$ cat src/hdl/mts_pkg.sv
// ----------------------------------------------------------------------------
// mts_pkg
// Shared types and constants for the melody tone sequencer.
// ----------------------------------------------------------------------------
package mts_pkg;

   // store depth default and field widths
   localparam int STORE_DEPTH_DEF = 256;
   localparam int POS_W           = 9;
   localparam int CSR_IDX_W       = 3;
   localparam int CSR_DATA_W      = 32;

   // operation codes
   localparam logic [1:0] OP_WRITE = 2'd0;
   localparam logic [1:0] OP_START = 2'd1;
   localparam logic [1:0] OP_STOP  = 2'd2;
   localparam logic [1:0] OP_TICK  = 2'd3;

   // register indexes
   localparam logic [CSR_IDX_W-1:0] CSR_TEMPO  = 3'd0;
   localparam logic [CSR_IDX_W-1:0] CSR_LENGTH = 3'd1;
   localparam logic [CSR_IDX_W-1:0] CSR_REPEAT = 3'd2;
   localparam logic [CSR_IDX_W-1:0] CSR_MUTE   = 3'd3;
   localparam logic [CSR_IDX_W-1:0] CSR_CLKH   = 3'd4;

   // register reset values
   localparam logic [15:0] TEMPO_RST  = 16'd100;
   localparam logic [8:0]  LENGTH_RST = 9'd1;
   localparam logic [31:0] CLKH_RST   = 32'd1680000;

   // frequencies at or below this are silent
   localparam logic [11:0] FREQ_MIN = 12'h012;

   typedef struct packed {
      logic [1:0]  operation;
      logic [7:0]  entry_index;
      logic [15:0] entry_value;
   } req_type;

   typedef struct packed {
      logic        tone_enable;
      logic [31:0] prescaler_value;
      logic        playing;
      logic [7:0]  note_position;
   } rsp_type;

   // controller -> datapath
   typedef struct packed {
      logic capture;
      logic exec;
      logic read;
      logic note;
      logic load_out;
   } cmd_type;

   // datapath -> controller
   typedef struct packed {
      logic need_read;
      logic tone_ok;
      logic div_done;
      logic out_free;
   } sts_type;

endpackage

$ cat src/hdl/mts_divider.sv
// ----------------------------------------------------------------------------
// mts_divider
// Restoring divider, 32-bit dividend by 12-bit divisor, one bit per cycle.
// ----------------------------------------------------------------------------
module mts_divider (
   input  logic        clock,
   input  logic        reset,
   input  logic        start,
   input  logic [31:0] dividend,
   input  logic [11:0] divisor,
   output logic        done,
   output logic [31:0] quotient
);
   logic [31:0] quo_ff, quo_in;
   logic [11:0] rem_ff, rem_in;
   logic [4:0]  cnt_ff, cnt_in;
   logic        busy_ff, busy_in;
   logic        done_ff, done_in;
   logic [12:0] shifted;
   logic [13:0] diff;
   logic        fits;

   // one quotient bit per step
   always_comb begin
      shifted = {rem_ff, quo_ff[31]};
      diff    = {1'b0, shifted} - {2'b00, divisor};
      fits    = ~diff[13];
      quo_in  = quo_ff;
      rem_in  = rem_ff;
      cnt_in  = cnt_ff;
      busy_in = busy_ff;
      done_in = 1'b0;
      if (start) begin
         quo_in  = dividend;
         rem_in  = '0;
         cnt_in  = '0;
         busy_in = 1'b1;
      end else if (busy_ff) begin
         quo_in = {quo_ff[30:0], fits};
         rem_in = fits ? diff[11:0] : shifted[11:0];
         cnt_in = cnt_ff + 5'd1;
         if (cnt_ff == 5'd31) begin
            busy_in = 1'b0;
            done_in = 1'b1;
         end
      end
   end

   always_ff @(posedge clock) begin
      if (reset) begin
         busy_ff <= 1'b0;
         done_ff <= 1'b0;
         cnt_ff  <= '0;
      end else begin
         busy_ff <= busy_in;
         done_ff <= done_in;
         cnt_ff  <= cnt_in;
      end
      quo_ff <= quo_in;
      rem_ff <= rem_in;
   end

   assign done     = done_ff;
   assign quotient = quo_ff;
endmodule

$ cat src/hdl/mts_datapath.sv
// ----------------------------------------------------------------------------
// mts_datapath
// Registers, note store, playback state, prescaler divider, result register.
// ----------------------------------------------------------------------------
module mts_datapath #(
   parameter int STORE_DEPTH = 256
) (
   input  logic                             clock,
   input  logic                             reset,
   input  mts_pkg::req_type                 req_data,
   output mts_pkg::rsp_type                 rsp_data,
   output logic                             rsp_valid,
   input  logic                             rsp_ready,
   input  logic                             csr_write_en,
   input  logic [mts_pkg::CSR_IDX_W-1:0]    csr_index,
   input  logic [mts_pkg::CSR_DATA_W-1:0]   csr_wdata,
   input  mts_pkg::cmd_type                 cmd,
   output mts_pkg::sts_type                 sts
);
   import mts_pkg::*;

   localparam int ADDR_W = (STORE_DEPTH > 1) ? $clog2(STORE_DEPTH) : 1;
   localparam logic [16:0] DEPTH_L = 17'(STORE_DEPTH);

   // index modulo store depth, eight compare-subtract steps
   function automatic logic [23:0] mod_depth(input logic [7:0] idx);
      logic [23:0] r;
      logic [23:0] sub;
      r = {16'b0, idx};
      for (int k = 7; k >= 0; k--) begin
         sub = 24'(STORE_DEPTH) << k;
         if (r >= sub) r = r - sub;
      end
      return r;
   endfunction

   // configuration registers
   logic [15:0] tempo_ff;
   logic [8:0]  len_ff;
   logic        rep_ff;
   logic        mute_ff;
   logic [31:0] clkh_ff;

   // playback state
   logic [POS_W-1:0] pos_ff, pos_in;
   logic [19:0]      ticks_ff, ticks_in;
   logic             active_ff, active_in;
   logic [31:0]      presc_ff, presc_in;
   logic             running_ff, running_in;

   // captured item
   logic [1:0]  op_ff;
   logic [7:0]  idx_ff;
   logic [15:0] val_ff;

   // note store
   logic [15:0] note_mem_ff [STORE_DEPTH];
   logic [15:0] rd_data_ff;

   // result register
   rsp_type rsp_data_ff;
   logic    rsp_valid_ff;

   logic [16:0]       eff_len;
   logic [16:0]       pos_inc;
   logic [16:0]       pos_ext;
   logic [19:0]       ticks_dec;
   logic              start_ok;
   logic              advance;
   logic              past_end;
   logic [11:0]       freq;
   logic [3:0]        dur;
   logic [19:0]       note_ticks;
   logic              tone_ok;
   logic [23:0]       wr_mod;
   logic [ADDR_W-1:0] wr_addr;
   logic [ADDR_W-1:0] rd_addr;
   logic              div_done;
   logic [31:0]       div_quo;

   // derived values
   always_comb begin
      eff_len    = ({8'b0, len_ff} > DEPTH_L) ? DEPTH_L : {8'b0, len_ff};
      pos_ext    = {8'b0, pos_ff};
      pos_inc    = pos_ext + 17'd1;
      ticks_dec  = (ticks_ff != '0) ? ticks_ff - 20'd1 : '0;
      start_ok   = (tempo_ff != '0) && (len_ff != '0);
      advance    = active_ff && (ticks_dec == '0);
      past_end   = pos_inc >= eff_len;
      freq       = rd_data_ff[15:4];
      dur        = rd_data_ff[3:0];
      note_ticks = 20'(tempo_ff * dur);
      tone_ok    = (freq > FREQ_MIN) && !mute_ff;
      wr_mod     = mod_depth(idx_ff);
      wr_addr    = wr_mod[ADDR_W-1:0];
      rd_addr    = pos_ext[ADDR_W-1:0];
   end

   // status to controller
   always_comb begin
      sts.need_read = 1'b0;
      case (op_ff)
         OP_START: sts.need_read = start_ok;
         OP_TICK:  sts.need_read = advance && (!past_end || rep_ff);
         default:  sts.need_read = 1'b0;
      endcase
      sts.tone_ok  = tone_ok;
      sts.div_done = div_done;
      sts.out_free = !rsp_valid_ff || rsp_ready;
   end

   // playback state update
   always_comb begin
      pos_in     = pos_ff;
      ticks_in   = ticks_ff;
      active_in  = active_ff;
      presc_in   = presc_ff;
      running_in = running_ff;
      if (csr_write_en && (csr_index == CSR_MUTE) && csr_wdata[0]) begin
         running_in = 1'b0;
         presc_in   = '0;
      end
      if (cmd.exec) begin
         case (op_ff)
            OP_START: begin
               if (start_ok) begin
                  active_in = 1'b1;
                  pos_in    = '0;
               end
            end
            OP_STOP: begin
               active_in  = 1'b0;
               pos_in     = '0;
               ticks_in   = '0;
               running_in = 1'b0;
               presc_in   = '0;
            end
            OP_TICK: begin
               if (active_ff) begin
                  ticks_in = ticks_dec;
                  if (advance) begin
                     if (!past_end) begin
                        pos_in = pos_inc[POS_W-1:0];
                     end else if (rep_ff) begin
                        pos_in = '0;
                     end else begin
                        active_in  = 1'b0;
                        pos_in     = '0;
                        ticks_in   = '0;
                        running_in = 1'b0;
                        presc_in   = '0;
                     end
                  end
               end
            end
            default: ;
         endcase
      end
      // note start: duration and silence decision
      if (cmd.note) begin
         ticks_in = (note_ticks == '0) ? 20'd1 : note_ticks;
         if (!tone_ok) begin
            running_in = 1'b0;
            presc_in   = '0;
         end
      end
      if (div_done) begin
         running_in = 1'b1;
         presc_in   = div_quo;
      end
   end

   // control state and configuration
   always_ff @(posedge clock) begin
      if (reset) begin
         tempo_ff     <= TEMPO_RST;
         len_ff       <= LENGTH_RST;
         rep_ff       <= 1'b0;
         mute_ff      <= 1'b0;
         clkh_ff      <= CLKH_RST;
         pos_ff       <= '0;
         ticks_ff     <= '0;
         active_ff    <= 1'b0;
         presc_ff     <= '0;
         running_ff   <= 1'b0;
         rsp_valid_ff <= 1'b0;
      end else begin
         if (csr_write_en) begin
            case (csr_index)
               CSR_TEMPO:  tempo_ff <= csr_wdata[15:0];
               CSR_LENGTH: len_ff   <= csr_wdata[8:0];
               CSR_REPEAT: rep_ff   <= csr_wdata[0];
               CSR_MUTE:   mute_ff  <= csr_wdata[0];
               CSR_CLKH:   clkh_ff  <= csr_wdata;
               default: ;
            endcase
         end
         pos_ff     <= pos_in;
         ticks_ff   <= ticks_in;
         active_ff  <= active_in;
         presc_ff   <= presc_in;
         running_ff <= running_in;
         if (cmd.load_out) begin
            rsp_valid_ff <= 1'b1;
         end else if (rsp_ready) begin
            rsp_valid_ff <= 1'b0;
         end
      end
   end

   // item capture and result payload
   always_ff @(posedge clock) begin
      if (cmd.capture) begin
         op_ff  <= req_data.operation;
         idx_ff <= req_data.entry_index;
         val_ff <= req_data.entry_value;
      end
      if (cmd.load_out) begin
         rsp_data_ff.tone_enable     <= running_ff;
         rsp_data_ff.prescaler_value <= presc_ff;
         rsp_data_ff.playing         <= active_ff;
         rsp_data_ff.note_position   <= pos_ff[7:0];
      end
   end

   // note store, one write and one registered read
   always_ff @(posedge clock) begin
      if (cmd.exec && (op_ff == OP_WRITE)) begin
         note_mem_ff[wr_addr] <= val_ff;
      end
      if (cmd.read) begin
         rd_data_ff <= note_mem_ff[rd_addr];
      end
   end

   // prescaler = clock_hundredths / frequency
   mts_divider u_divider (
      .clock    (clock),
      .reset    (reset),
      .start    (cmd.note && tone_ok),
      .dividend (clkh_ff),
      .divisor  (freq),
      .done     (div_done),
      .quotient (div_quo)
   );

   assign rsp_data  = rsp_data_ff;
   assign rsp_valid = rsp_valid_ff;
endmodule

$ cat src/hdl/mts_ctrl.sv
// ----------------------------------------------------------------------------
// mts_ctrl
// Controller state machine: sequences capture, execute, store read, note
// start, division and result load.
// ----------------------------------------------------------------------------
module mts_ctrl (
   input  logic             clock,
   input  logic             reset,
   input  logic             req_valid,
   output logic             req_ready,
   input  mts_pkg::sts_type sts,
   output mts_pkg::cmd_type cmd
);
   import mts_pkg::*;

   typedef enum logic [5:0] {
      ST_IDLE = 6'b000001,
      ST_EXEC = 6'b000010,
      ST_READ = 6'b000100,
      ST_NOTE = 6'b001000,
      ST_DIV  = 6'b010000,
      ST_DONE = 6'b100000
   } state_type;

   state_type state_ff, state_in;

   // next state
   always_comb begin
      state_in = state_ff;
      case (state_ff)
         ST_IDLE: if (req_valid) state_in = ST_EXEC;
         ST_EXEC: state_in = sts.need_read ? ST_READ : ST_DONE;
         ST_READ: state_in = ST_NOTE;
         ST_NOTE: state_in = sts.tone_ok ? ST_DIV : ST_DONE;
         ST_DIV:  if (sts.div_done) state_in = ST_DONE;
         ST_DONE: if (sts.out_free) state_in = ST_IDLE;
         default: state_in = ST_IDLE;
      endcase
   end

   always_ff @(posedge clock) begin
      if (reset) begin
         state_ff <= ST_IDLE;
      end else begin
         state_ff <= state_in;
      end
   end

   // commands
   always_comb begin
      req_ready    = (state_ff == ST_IDLE);
      cmd.capture  = (state_ff == ST_IDLE) && req_valid;
      cmd.exec     = (state_ff == ST_EXEC);
      cmd.read     = (state_ff == ST_READ);
      cmd.note     = (state_ff == ST_NOTE);
      cmd.load_out = (state_ff == ST_DONE) && sts.out_free;
   end
endmodule

$ cat src/hdl/melody_tone_sequencer_core.sv
// ----------------------------------------------------------------------------
// melody_tone_sequencer_core
// Plays a melody from a note store; one result beat per request beat.
//
//   channel  direction  handshake              payload
//   req      in         req_valid/req_ready    mts_pkg::req_type
//   rsp      out        rsp_valid/rsp_ready    mts_pkg::rsp_type
//   csr      in         csr_write_en           csr_index, csr_wdata
//
// A store write, stop, ignored start, or a tick that starts no note passes
// through capture, execute and result load. A beat that starts a note adds
// the store read and note setup; a sounding tone adds the 32-step restoring
// divider and the wait to see it finish. One beat is in work at a time.
// The result register lets the next request beat in while a result waits;
// the last cycle of a beat stalls while that register is still full.
// Synchronous reset; no clearing pass, the note store is not initialized.
// ----------------------------------------------------------------------------
module melody_tone_sequencer_core #(
   parameter int STORE_DEPTH = mts_pkg::STORE_DEPTH_DEF
) (
   input  logic                           clock,
   input  logic                           reset,
   input  logic                           req_valid,
   output logic                           req_ready,
   input  mts_pkg::req_type               req_data,
   output logic                           rsp_valid,
   input  logic                           rsp_ready,
   output mts_pkg::rsp_type               rsp_data,
   input  logic                           csr_write_en,
   input  logic [mts_pkg::CSR_IDX_W-1:0]  csr_index,
   input  logic [mts_pkg::CSR_DATA_W-1:0] csr_wdata
);
   import mts_pkg::*;

   cmd_type cmd;
   sts_type sts;

   // sequencing
   mts_ctrl u_ctrl (
      .clock     (clock),
      .reset     (reset),
      .req_valid (req_valid),
      .req_ready (req_ready),
      .sts       (sts),
      .cmd       (cmd)
   );

   // storage and arithmetic
   mts_datapath #(
      .STORE_DEPTH (STORE_DEPTH)
   ) u_datapath (
      .clock        (clock),
      .reset        (reset),
      .req_data     (req_data),
      .rsp_data     (rsp_data),
      .rsp_valid    (rsp_valid),
      .rsp_ready    (rsp_ready),
      .csr_write_en (csr_write_en),
      .csr_index    (csr_index),
      .csr_wdata    (csr_wdata),
      .cmd          (cmd),
      .sts          (sts)
   );
endmodule
$ cat config.mk
export PLATFORM = sky130hd
export DESIGN_NAME = melody_tone_sequencer_core
export DESIGN_NICKNAME = d
export VERILOG_FILES = /design/src/hdl/mts_pkg.sv /design/src/hdl/mts_divider.sv /design/src/hdl/mts_datapath.sv /design/src/hdl/mts_ctrl.sv /design/src/hdl/melody_tone_sequencer_core.sv
export SDC_FILE = /design/constraint.sdc
export NUM_CORES = 2
export LEC_CHECK = 0
export ABC_AREA = 1
export BUFFER_PORTS_ARGS = -buffer_cell sky130_fd_sc_hd__buf_2
export CAP_MARGIN = 20
export CORE_ASPECT_RATIO = 0.9
export CORE_MARGIN = 4
export CORE_UTILIZATION = 30
export DETAILED_ROUTE_END_ITERATION = 6
export MAX_ROUTING_LAYER = met4
export PLACE_DENSITY_LB_ADDON = 0.15
export SKIP_CTS_REPAIR_TIMING = 1
export SYNTH_ARGS = -nofsm -noshare
export SYNTH_HDL_FRONTEND = slang
export SYNTH_SLANG_ARGS = --single-unit
$ cat constraint.sdc
create_clock -name clock -period 4.6 [get_ports clock]
set_input_delay 0.92 -clock clock [delete_from_list [all_inputs] [get_ports clock]]
set_output_delay 0.92 -clock clock [all_outputs]
set_load 0.01 [all_outputs]
==> flow_summary.json <==
{
  "r2r_cells": 17,
  "grt_pass1_wl_um": 817000,
  "clock_sink_count": 4360,
  "die_area_um2": 591000,
  "p_per_area_nw_per_um2": 436,
  "status": "finished clean",
  "remaining_drc_errors": 0,
  "ys_ff_latch": 4360,
  "drt_iter0_markers": 10900,
  "rows": 264,
  "ys.warnings.count": 0,
  "initial_core_util": 0.302,
  "place_congestion": 0.803,
  "synthToLayoutAreaGrowth_pct": 15.9,
  "hold_class": "input port to flip-flop",
  "grt.total_usage": 0.194,
  "antenna_found_initial": 26,
  "hpwl_um": 331000,
  "antenna_left": 0,
  "r2r_end": "u_datapath.presc_ff[27]",
  "layout.nets": 13000,
  "setup_tns_ps": 0,
  "mostFrequentLayoutCell": "edfxtp_1",
  "rsz0062_at_grt": "false",
  "path_max_fanout": 20,
  "max-cap-violations": 0,
  "reg2reg_from": "u_datapath.pos_ff[1]",
  "syn_area_per_cell_um2": 13.8,
  "cp_data_required_time_ps": 5450,
  "clockRootBuffer": "clkbuf_16",
  "drive_gt1_frac": 0.115,
  "maxSlewHeadroom": 0.212,
  "worstPathArrival_ps": 4920,
  "wire_per_inst_um": 27.5,
  "numPortBuffers": 109,
  "reg2reg_slack_ps": 540,
  "irDropWorstVdd_uv": 312,
  "vias": 109000,
  "synth_cells": 12600,
  "grt_pass1_vias": 104000,
  "async_flop_share": 0,
  "leakagePower_nw": 63.4,
  "crit_end": "u_datapath.presc_ff[27]",
  "synth_cell_types": 49,
  "vias_per_cell": 5.18,
  "fin_skew_ps": 65.5,
  "htreeDepth": 5,
  "synth_seq_area_share": 0.745,
  "setup_viol": 0,
  "fillCellCount": 55700,
  "hold_slack_ps": 74.8,
  "crit_path_end_kind": "flip-flop",
  "synth_area_um2": 174000,
  "synthFlopType": "edfxtp_1",
  "wl_um": 577000,
  "synth_fp_nets": 12800,
  "period_share": 0.884,
  "clk_latency_ps": 1020,
  "drt-pass1-iter-count": 6,
  "core_area_um2": 576000,
  "grt_max_degree": 130,
  "cts_made_buffers": 469,
  "period_minus_slack_ps": 4060,
  "cts_tree": "yes",
  "cts.path.max_buffers": 4,
  "min_from": "req_data[18]",
  "gr-total-overflow": 0,
  "startpoint": "u_datapath.pos_ff[1]",
  "die_h_um": 730,
  "worst_setup_path_start_kind": "flip-flop",
  "setup.worst_path.class": "flip-flop to flip-flop",
  "clk_pin_slew_worst_paths_ps": 70,
  "worst_pin_slew_ps": 1180,
  "max_freq_mhz": 246,
  "die_w_um": 810,
  "num_io_pins": 110,
  "mostFrequentLayoutCells": "edfxtp_1, nor2_1, o21ai_0",
  "total_power_mw": 87.7,
  "slew_violations": 0,
  "synth_edf_count": 4212,
  "hold_viol": 0
}
-- final cells by class --
cell class,count,area (um^2),area share
Antenna cell,15,37.5,0.000187
Clock buffer,585,12400,0.0615
Clock inverter,255,2180,0.0109
Inverter,233,921,0.00458
Multi-Input combinational cell,7085,39800,0.198
Sequential cell,4360,129000,0.643
Tap cell,7714,9650,0.0480
Timing Repair Buffer,737,6780,0.0337
-- per-stage QoR --
step	setup slack (ps)	cells	utilization	cell area (um^2)
CTS	239	21000	0.349	201000
global placement	189	20100	0.324	187000
finish	535	21000	0.350	201000
floorplan	554	12600	-	174000
global route	196	21000	0.350	201000
detailed placement	231	20100	0.324	187000
-- layer usage --
layer  vias up  wire (um)  track usage  part of all wire
li1      48800          -            -                 -
met4         0      11700       0.0395             0.020
met3       656      31100       0.0234             0.054
met1     56200     274000        0.281              0.48
met5         -          0            -                 0
met2      3086     260000        0.293              0.45
-- power breakdown --
group | leakage, nW | switching, mW | internal [mW]
clock | 7.11 | 16.0 | 20.4
combinational | 17.2 | 5.20 | 1.45
sequential | 39.1 | 0.181 | 44.4
total | 63.4 | 21.4 | 66.3
-- state kept, by name, indices dropped and copies added, names as in the netlist, 12 cells and up --
signal                         cells
u_datapath.presc_ff               32
u_datapath.ticks_ff               20
u_datapath.note_mem_ff          4096
u_datapath.tempo_ff               16
u_datapath.rsp_data               42
u_datapath.rd_data_ff             16
u_datapath.val_ff                 16
u_datapath.u_divider.rem_ff       12
u_datapath.clkh_ff                32
u_datapath.u_divider.quotient     32
-- kinds of logic (layout without fill, tap and decap cells) --
family | count (synthesis) | count (layout) | share of synthesized area
DFF | 4360 | 4360 | 0.745
AOI/OAI and AO/OA | 3426 | 3426 | 0.122
and+or+nand+nor | 3135 | 3135 | 0.0732
buffers and inverters | 1183 | 1810 | 0.0271
muxes | 416 | 416 | 0.0242
adders and majority gates | 79 | 79 | 0.00695
xor gates and xnor gates | 29 | 29 | 0.00146
other | 0 | 15 | 0
-- worst min-delay path by stage --
| stage | endpoint | slack (ps) | cells past startpoint |
|---|---|---|---|
| floorplan | u_datapath.rsp_data[2] | 400 | 0 |
| global placement | u_datapath.rsp_data[22] | 420 | 0 |
| detailed placement | u_datapath.rsp_data[9] | 420 | 0 |
| CTS | u_datapath.val_ff[7] | -30 | 1 |
| global route | u_datapath.idx_ff[2] | 4 | 1 |
| finish | u_datapath.idx_ff[2] | 70 | 1 |
-- synth_stat cells (96+ instances only) --
cell type	count	area, um^2
o211ai_1	531	3990
o221ai_1	518	4540
dfxtp_1	148	2960
clkbuf_1	742	2790
mux2i_1	385	3850
o21ai_0	1744	8730
a21oi_1	96	480
edfxtp_1	4212	126000
buf_2	167	836
o22ai_1	515	3220
nand3_1	581	2910
nand2_1	364	1370
nor2_1	2115	7940
inv_1	223	837
-- critical path: stages, from the launching register on --
cell      delay [ps]
dfxtp_4          590
inv_8            200
nor3_1           330
inv_1            100
nor3_2           260
nand2_1          110
xor2_1           150
inv_1             80
ha_1             300
nand2_1           70
nor2_1           120
nand3_1          100
o211ai_1         440
nand2_1          170
o21ai_2          260
nand2_2          340
nand3_1          180
a21oi_1           80
No activity file was read; power rests on OpenSTA's default activity.
